[config.mk]
export PLATFORM = sky130hd
export DESIGN_NAME = wpee_ctrl
export DESIGN_NICKNAME = d
export VERILOG_FILES = /design/src/rtl/wpee_pkg.sv /design/src/rtl/wpee_ctrl.sv
export SDC_FILE = /design/constraint.sdc
export NUM_CORES = 1
export LEC_CHECK = 0
export ABC_AREA = 1
export BUFFER_PORTS_ARGS = -buffer_cell sky130_fd_sc_hd__buf_4
export CAP_MARGIN = 10
export CORE_AREA = 2 2 39 41
export DETAILED_ROUTE_END_ITERATION = 7
export DIE_AREA = 0 0 41 43
export SYNTH_ARGS = -nofsm -noshare
export SYNTH_HDL_FRONTEND = slang
export SYNTH_SLANG_ARGS = --single-unit
[constraint.sdc]
create_clock -name i_clk -period 1.2 [get_ports i_clk]
set_input_delay 0 -clock i_clk [delete_from_list [all_inputs] [get_ports i_clk]]
set_output_delay 0 -clock i_clk [all_outputs]
set_load 0.02 [all_outputs]
[src/rtl/wpee_pkg.sv]
// Shared widths, constants, command and status types of the progress ETA estimator.
`default_nettype none

package wpee_pkg;

    // Field widths
    localparam int TIME_W  = 63;
    localparam int PROG_W  = 17;
    localparam int BYTES_W = 48;
    localparam int SPEED_W = 48;
    localparam int RATE_W  = 48;

    // Stream word widths, padded to whole bytes
    localparam int IN_DATA_W  = ((TIME_W + PROG_W + BYTES_W + 7) / 8) * 8;
    localparam int OUT_DATA_W = ((RATE_W + TIME_W + 7) / 8) * 8;

    // Window
    localparam int WINDOW_SAMPLES = 100;
    localparam int MIN_SAMPLES    = 5;
    localparam int RING_DEPTH     = WINDOW_SAMPLES - 1;
    localparam int HEAD_W         = $clog2(RING_DEPTH);
    localparam int CNT_W          = $clog2(WINDOW_SAMPLES + 1);
    localparam int SUM_W          = SPEED_W + $clog2(RING_DEPTH + 1);

    // Q formats
    localparam int                SPEED_SHIFT  = 32;
    localparam logic [PROG_W-1:0] PROGRESS_ONE = PROG_W'(65536);
    localparam logic [TIME_W-1:0] TIME_MAX     = {TIME_W{1'b1}};
    localparam logic [RATE_W-1:0] RATE_MAX     = {RATE_W{1'b1}};

    // Serial divider
    localparam int DIV_W      = 64;
    localparam int DVS_W      = TIME_W;
    localparam int DIV_STEP_W = $clog2(DIV_W + 1);
    localparam int SPD_STEPS  = PROG_W + SPEED_SHIFT;

    // Rate multiply
    localparam longint unsigned USEC_PER_SEC = 64'd1000000;
    localparam longint unsigned RATE_Q_LIMIT = ((64'd1 << RATE_W) - 64'd1) / USEC_PER_SEC;
    localparam int HALF_W  = SPEED_W / 2;
    localparam int ACC_W   = BYTES_W + SPEED_W;
    localparam int Q_W     = ACC_W - SPEED_W;
    localparam int QM_W    = $clog2(RATE_Q_LIMIT + 1);
    localparam int MUL_A_W = (QM_W > HALF_W) ? QM_W : HALF_W;
    localparam int MUL_B_W = HALF_W;
    localparam int PROD_W  = MUL_A_W + MUL_B_W;
    localparam int USEC_W  = 20;
    localparam int FRAC_W  = USEC_W + 1;

    typedef enum logic [4:0] {
        DP_NOP,
        DP_TAKE,
        DP_FIRST,
        DP_SPD_START,
        DP_COMMIT,
        DP_AVG_START,
        DP_AVG_LATCH,
        DP_END_START,
        DP_END_LATCH,
        DP_MUL_LL,
        DP_MUL_LH,
        DP_MUL_HL,
        DP_MUL_HH,
        DP_MUL_RL,
        DP_MUL_RH,
        DP_MUL_Q,
        DP_OUT
    } t_dp_op;

    typedef struct packed {
        t_dp_op op;
    } t_dp_cmd;

    typedef struct packed {
        logic count_zero;
        logic count_ge_min;
        logic div_busy;
        logic avg_zero;
        logic out_free;
    } t_dp_stat;

    typedef enum logic [3:0] {
        ST_IDLE,
        ST_LOAD,
        ST_SPD_WAIT,
        ST_CHECK,
        ST_AVG_WAIT,
        ST_END_CHK,
        ST_END_WAIT,
        ST_MUL_LL,
        ST_MUL_LH,
        ST_MUL_HL,
        ST_MUL_HH,
        ST_MUL_RL,
        ST_MUL_RH,
        ST_MUL_Q,
        ST_OUT
    } t_state;

endpackage

`default_nettype wire

[src/rtl/wpee_ctrl.sv]
// Controller: enable register and the sequencer that steps the datapath through one report.
`default_nettype none

module wpee_ctrl (
    input  wire logic               i_clk,
    input  wire logic               i_rst_n,
    input  wire logic               i_cfg_wr_en,
    input  wire logic               i_cfg_wr_data,
    input  wire logic               i_s_valid,
    output logic                    o_s_ready,
    input  wire wpee_pkg::t_dp_stat i_stat,
    output wpee_pkg::t_dp_cmd       o_cmd
);

    wpee_pkg::t_state r_state;
    wpee_pkg::t_state n_state;
    logic             r_enable;
    logic             accept;

    assign accept = i_s_valid && (r_state == wpee_pkg::ST_IDLE);

    always_ff @(posedge i_clk) begin
        if (!i_rst_n) begin
            r_enable <= 1'b0;
        end else if (i_cfg_wr_en) begin
            r_enable <= i_cfg_wr_data;
        end
    end

    always_ff @(posedge i_clk) begin
        if (!i_rst_n) begin
            r_state <= wpee_pkg::ST_IDLE;
        end else begin
            r_state <= n_state;
        end
    end

    always_comb begin
        n_state = r_state;
        case (r_state)
            wpee_pkg::ST_IDLE: begin
                // drop the word when estimation is off
                if (accept && r_enable) begin
                    n_state = wpee_pkg::ST_LOAD;
                end
            end
            wpee_pkg::ST_LOAD: begin
                n_state = i_stat.count_zero ? wpee_pkg::ST_IDLE : wpee_pkg::ST_SPD_WAIT;
            end
            wpee_pkg::ST_SPD_WAIT: begin
                if (!i_stat.div_busy) begin
                    n_state = wpee_pkg::ST_CHECK;
                end
            end
            wpee_pkg::ST_CHECK: begin
                n_state = i_stat.count_ge_min ? wpee_pkg::ST_AVG_WAIT : wpee_pkg::ST_IDLE;
            end
            wpee_pkg::ST_AVG_WAIT: begin
                if (!i_stat.div_busy) begin
                    n_state = wpee_pkg::ST_END_CHK;
                end
            end
            wpee_pkg::ST_END_CHK: begin
                n_state = i_stat.avg_zero ? wpee_pkg::ST_MUL_LL : wpee_pkg::ST_END_WAIT;
            end
            wpee_pkg::ST_END_WAIT: begin
                if (!i_stat.div_busy) begin
                    n_state = wpee_pkg::ST_MUL_LL;
                end
            end
            wpee_pkg::ST_MUL_LL: n_state = wpee_pkg::ST_MUL_LH;
            wpee_pkg::ST_MUL_LH: n_state = wpee_pkg::ST_MUL_HL;
            wpee_pkg::ST_MUL_HL: n_state = wpee_pkg::ST_MUL_HH;
            wpee_pkg::ST_MUL_HH: n_state = wpee_pkg::ST_MUL_RL;
            wpee_pkg::ST_MUL_RL: n_state = wpee_pkg::ST_MUL_RH;
            wpee_pkg::ST_MUL_RH: n_state = wpee_pkg::ST_MUL_Q;
            wpee_pkg::ST_MUL_Q:  n_state = wpee_pkg::ST_OUT;
            wpee_pkg::ST_OUT: begin
                if (i_stat.out_free) begin
                    n_state = wpee_pkg::ST_IDLE;
                end
            end
            default: begin
                n_state = wpee_pkg::ST_IDLE;
            end
        endcase
    end

    always_comb begin
        o_s_ready = r_state == wpee_pkg::ST_IDLE;
        o_cmd.op  = wpee_pkg::DP_NOP;
        case (r_state)
            wpee_pkg::ST_IDLE: begin
                if (accept && r_enable) begin
                    o_cmd.op = wpee_pkg::DP_TAKE;
                end
            end
            wpee_pkg::ST_LOAD: begin
                o_cmd.op = i_stat.count_zero ? wpee_pkg::DP_FIRST : wpee_pkg::DP_SPD_START;
            end
            wpee_pkg::ST_SPD_WAIT: begin
                if (!i_stat.div_busy) begin
                    o_cmd.op = wpee_pkg::DP_COMMIT;
                end
            end
            wpee_pkg::ST_CHECK: begin
                if (i_stat.count_ge_min) begin
                    o_cmd.op = wpee_pkg::DP_AVG_START;
                end
            end
            wpee_pkg::ST_AVG_WAIT: begin
                if (!i_stat.div_busy) begin
                    o_cmd.op = wpee_pkg::DP_AVG_LATCH;
                end
            end
            wpee_pkg::ST_END_CHK: begin
                o_cmd.op = i_stat.avg_zero ? wpee_pkg::DP_END_LATCH : wpee_pkg::DP_END_START;
            end
            wpee_pkg::ST_END_WAIT: begin
                if (!i_stat.div_busy) begin
                    o_cmd.op = wpee_pkg::DP_END_LATCH;
                end
            end
            wpee_pkg::ST_MUL_LL: o_cmd.op = wpee_pkg::DP_MUL_LL;
            wpee_pkg::ST_MUL_LH: o_cmd.op = wpee_pkg::DP_MUL_LH;
            wpee_pkg::ST_MUL_HL: o_cmd.op = wpee_pkg::DP_MUL_HL;
            wpee_pkg::ST_MUL_HH: o_cmd.op = wpee_pkg::DP_MUL_HH;
            wpee_pkg::ST_MUL_RL: o_cmd.op = wpee_pkg::DP_MUL_RL;
            wpee_pkg::ST_MUL_RH: o_cmd.op = wpee_pkg::DP_MUL_RH;
            wpee_pkg::ST_MUL_Q:  o_cmd.op = wpee_pkg::DP_MUL_Q;
            wpee_pkg::ST_OUT: begin
                if (i_stat.out_free) begin
                    o_cmd.op = wpee_pkg::DP_OUT;
                end
            end
            default: begin
                o_cmd.op = wpee_pkg::DP_NOP;
            end
        endcase
    end

endmodule

`default_nettype wire

# After elaboration in Yosys (flattened, before gate mapping)
# Index checks and enable logic that the tools add are counted.
# totals
latchBits,0
mem_bits_ro,0
wordCells,43
ramBits,0
ff_bits,5
memories,0
inputBits,10
out_inout_bits,6
# classes
bitwise,0
muxes,18
shift,0
n_mul,0
div,0
n_eq_ne,19
magnitude_cmp,0
add_sub_neg,0
n_reduce_logical,4
# ops
cell,count
5-bit one-hot mux with 15 select lines,1
4-bit one-hot mux with 15 select lines,1
4-bit equality test (second input constant),7
4-bit two-way mux,7
4-bit by 3-bit equality test with 1-bit output (second input constant),4
3-bit two-way mux,4
4-bit by 2-bit equality test with 1-bit output (second input constant),2
2-bit != test (second input constant),4
5-bit two-way mux,1
5-bit AND reduction,1
4-bit by 1-bit equality test with 1-bit output (second input constant),1
4-bit zero test,1
1-bit two-way mux,3
1-bit logical AND,2
2-bit two-way mux,1
2-bit by 1-bit != test with 1-bit output (second input constant),1

# Logic depth before layout (Yosys ltp)
# logic_depth
ltp_word,5
depth_mapped,8
mapped_depth_nobuf,8

# Least setup slack after synthesis
# OpenSTA, ideal clock, no wires.
# synth_timing
path_type,register to output
from,register r_state[3]
to,output port o_cmd[3] (netlist bit)
slack_ns,-0.253
n_path_buf,0
arrival_time_ns,1.453
required_ns,1.200
path_stages_with_launch,4
cell_sequence,dfxtp_1 -> inv_1 -> nand2_1 -> o311ai_0
# synth_rtl
element,line_no,rtl
start: declaration,wpee_ctrl.sv:15,wpee_pkg::t_state r_state;
start signal: assignment,wpee_ctrl.sv:32,r_state <= wpee_pkg::ST_IDLE;
start signal: assignment,wpee_ctrl.sv:34,r_state <= n_state;
end: declaration,wpee_ctrl.sv:12,output wpee_pkg::t_dp_cmd o_cmd

==> results.md <==
- Cell types occupying the most area after synthesis: sky130_fd_sc_hd__dfxtp_1 (20%), sky130_fd_sc_hd__nand2_1 (17%), sky130_fd_sc_hd__nand3_1 (8.8%)
- Status: finished with violations
- Via count: 772
- Origin of the critical flop-to-flop path: r_state[3]
- Maximum number of pins on one net before global-route repair: 8
- Cell Rows: 14
- Unrepaired setup endpoints after global routing: yes
- Warning count from the yosys run: 0
- Final Instance Area: 972 µm²
- Fraction of final layout cells sized beyond drive strength 1: 57.5%
- WHS: 0.0238 ns
- Count of final hold-check violations: 0
- Leading cell type in the layout, fill and taps excluded: sky130_fd_sc_hd__buf_4
- Startpoint Class: flip-flop
- Leak: 0.465 nW
- First element of the critical path: r_state[3]
- Initial core utilization: 36.9%
- Endpoint type of the worst setup path: output pin
- Max Transition Viols Final: 0
- CTS sink count: 5
- Gate family responsible for the most delay along the worst path: buffers and inverters
- Number of buffers on the longest clock path: 2
- Sequence of cells on the critical path: buf_6 -> nor2_4 -> inv_2 -> o31ai_2 -> inv_1 -> nand4_1 -> buf_4
- Slack of the critical path: -0.197 ns
- Average detailed-routed wire length per instance: 14.1 µm
- Fillers: 112
- Cell count after synthesis: 88
- Synthesized netlist net count: 98
- Violation count after the first detailed-route iteration: 16
- Number of global-route vias before repair: 663
- Total Power: 0.00111 W
- Worst slew margin: 84.7%
- Placeable core region: 1380 µm²
- Worst vdd rail ir drop: 0.754 mV
- Number of CTS-inserted buffers: 3
- Startpoint of the tightest hold check path: i_rst_n
- Mean area per synthesized cell: 5.80 µm²
- Clock slew seen by the registers of the worst setup and hold paths: 0.05 ns
- CTS tree: done
- Post-Syn Area: 510 µm²
- Critical-path cell with the highest stage delay: sky130_fd_sc_hd__dfxtp_2
- Remaining DRCs: 0
- TritonRoute pass-1 iters: 4
- Congestion Overflow GR: 0
- Portion of the post-synthesis area used by sequential elements: 19.6%
- Horizontal die dimension: 41 µm
- Power density over the cells: 1140 nW/µm²
- Die outline area: 1760 µm²
- Max Fclk: 0.716 GHz
- Pin slew with the least headroom to its limit: 0.229 ns
- Final weighted congestion of routability-driven global placement: 0.837
- Antenna Diode Count: 0
- Skew-Pair Late Insertion Delay: 0.24 ns
- Endpoints failing setup: 9
- Largest stage delay on the critical path: 0.33 ns
- Final wirelength: 2010 µm
- Net count of the finished layout: 138
- CP Buf/Inv Count: 4
- Area share of the largest cell type after synthesis: 19.6%
- Number of standard cells in the final layout excluding fillers: 143
- Detail Placement HPWL: 1240 µm
- Dominant cell type by area after synthesis: sky130_fd_sc_hd__dfxtp_1
- Worst Path Class, Setup: reg -> out
- Max-cap violation count: 0
- Fraction of the cycle the final worst path needs: 116%
- Setup TNS: -1.16 ns
- Routed Antenna Nets: 0
- Data required, critical path: 1.20 ns
- Minimum clock period: 1.40 ns
- Via count normalized by instance count: 5.40
- Area added between synthesis and finish: 90.4%
- Count of input and output buffers: 15
- Yosys cell types: 20
- Cell Area, Placed: 739 µm²
- Maximum clock skew at final layout: 0.00434 ns
- Arrival time worst endpoint: 1.40 ns
- Violations in the final reports: negative setup slack
- Global-route usage over all layers: 22.9%
- Die outline height: 43 µm
- Commonest cells after routing, fill and taps aside: sky130_fd_sc_hd__buf_4 (27), sky130_fd_sc_hd__nand2_1 (14), sky130_fd_sc_hd__inv_1 (9), sky130_fd_sc_hd__nand3_1 (9), sky130_fd_sc_hd__a21oi_1 (7)
- Wire length of the first global-routing pass: 2780 µm
- Number of placed I/O pins: 16
- Htree depth: 1
- Antenna violations before repair: 0
- Number of flip-flops and latches in the synthesized netlist: 5
- Min-Delay Path Class: in -> reg
- DP Cell Count: 130
- Worst-path maximum fanout: 6
- Master cell of the clock root buffer: sky130_fd_sc_hd__clkbuf_4
[per-layer routing]
layer | track usage, % | share of wire, % | vias up
li1 | - | - | 372
met1 | 27.9 | 40 | 359
met2 | 36.9 | 53 | 33
met3 | 3.66 | 4.4 | 8
met4 | 10.7 | 3.0 | 0
met5 | 0 | 0 | -
[registers in the layout, summed over array words and instances (netlist names)]
name      cells
r_state       4
r_enable      1
[Yosys cell counts (all sizes together)]
cell type,n
nand3b,1
o21ai,1
o211a,1
o311ai,1
or2,1
dfxtp,5
nor3,3
nand2,24
nand3,11
inv,14
nand4,3
a21oi,8
o31ai,2
buf,1
nor2,12
[layout make-up]
| cell class | count | area, µm² | share of cell area, % |
|---|---|---|---|
| clock buffers | 4 | 26.3 | 2.70 |
| inverters | 14 | 57.6 | 5.92 |
| multi-input cells | 68 | 445 | 45.8 |
| flip-flops and latches | 5 | 113 | 11.6 |
| well taps | 16 | 20.0 | 2.06 |
| repair buffers | 36 | 310 | 31.9 |
[cells by family after synthesis]
| family | Yosys count | share of synthesized area [%] |
|---|---|---|
| AND/OR/NAND/NOR | 55 | 52.5 |
| buffers and inverters | 15 | 12.5 |
| AO/OA/AOI/OAI | 13 | 15.4 |
| flip-flops | 5 | 19.6 |
[repair_timing]
action	4_1_cts	5_1_grt
resized for setup	24	20
endpoints found under the setup margin	10	9
pin swaps	7	6
endpoints found under the hold margin	1	0
buffers inserted	5	2
hold buffers	2	0
[final timing paths]
kind | end | slack (ns) | depth (start not counted)
max reg2reg | r_state[2] | -0.11 | 9
min reg2reg | r_state[1] | 0.53 | 2
min | r_enable | 0.02 | 3
max | o_cmd[0] | -0.20 | 7
[metrics by stage]
stage               setup WS [ns]  utilization (%)
floorplan                -0.00627                -
global placement          -0.0342             53.4
detailed placement        -0.0454             53.4
CTS                        -0.186             64.5
global route               -0.293             70.3
finish                     -0.197             70.3
[power breakdown]
group          switching (W)  internal (W)  total, W
Clock              0.0000751      0.000126  0.000201
Sequential         0.0000434      0.000191  0.000234
Combinational       0.000354      0.000317  0.000670
[worst min-delay path, delay by kind of cell]
family / cells / cell delay [ns]
buffers and inverters: 1 / 0.11
AO/OA/AOI/OAI: 2 / 0.10
Note: power is estimated with default switching activity, not from simulation.
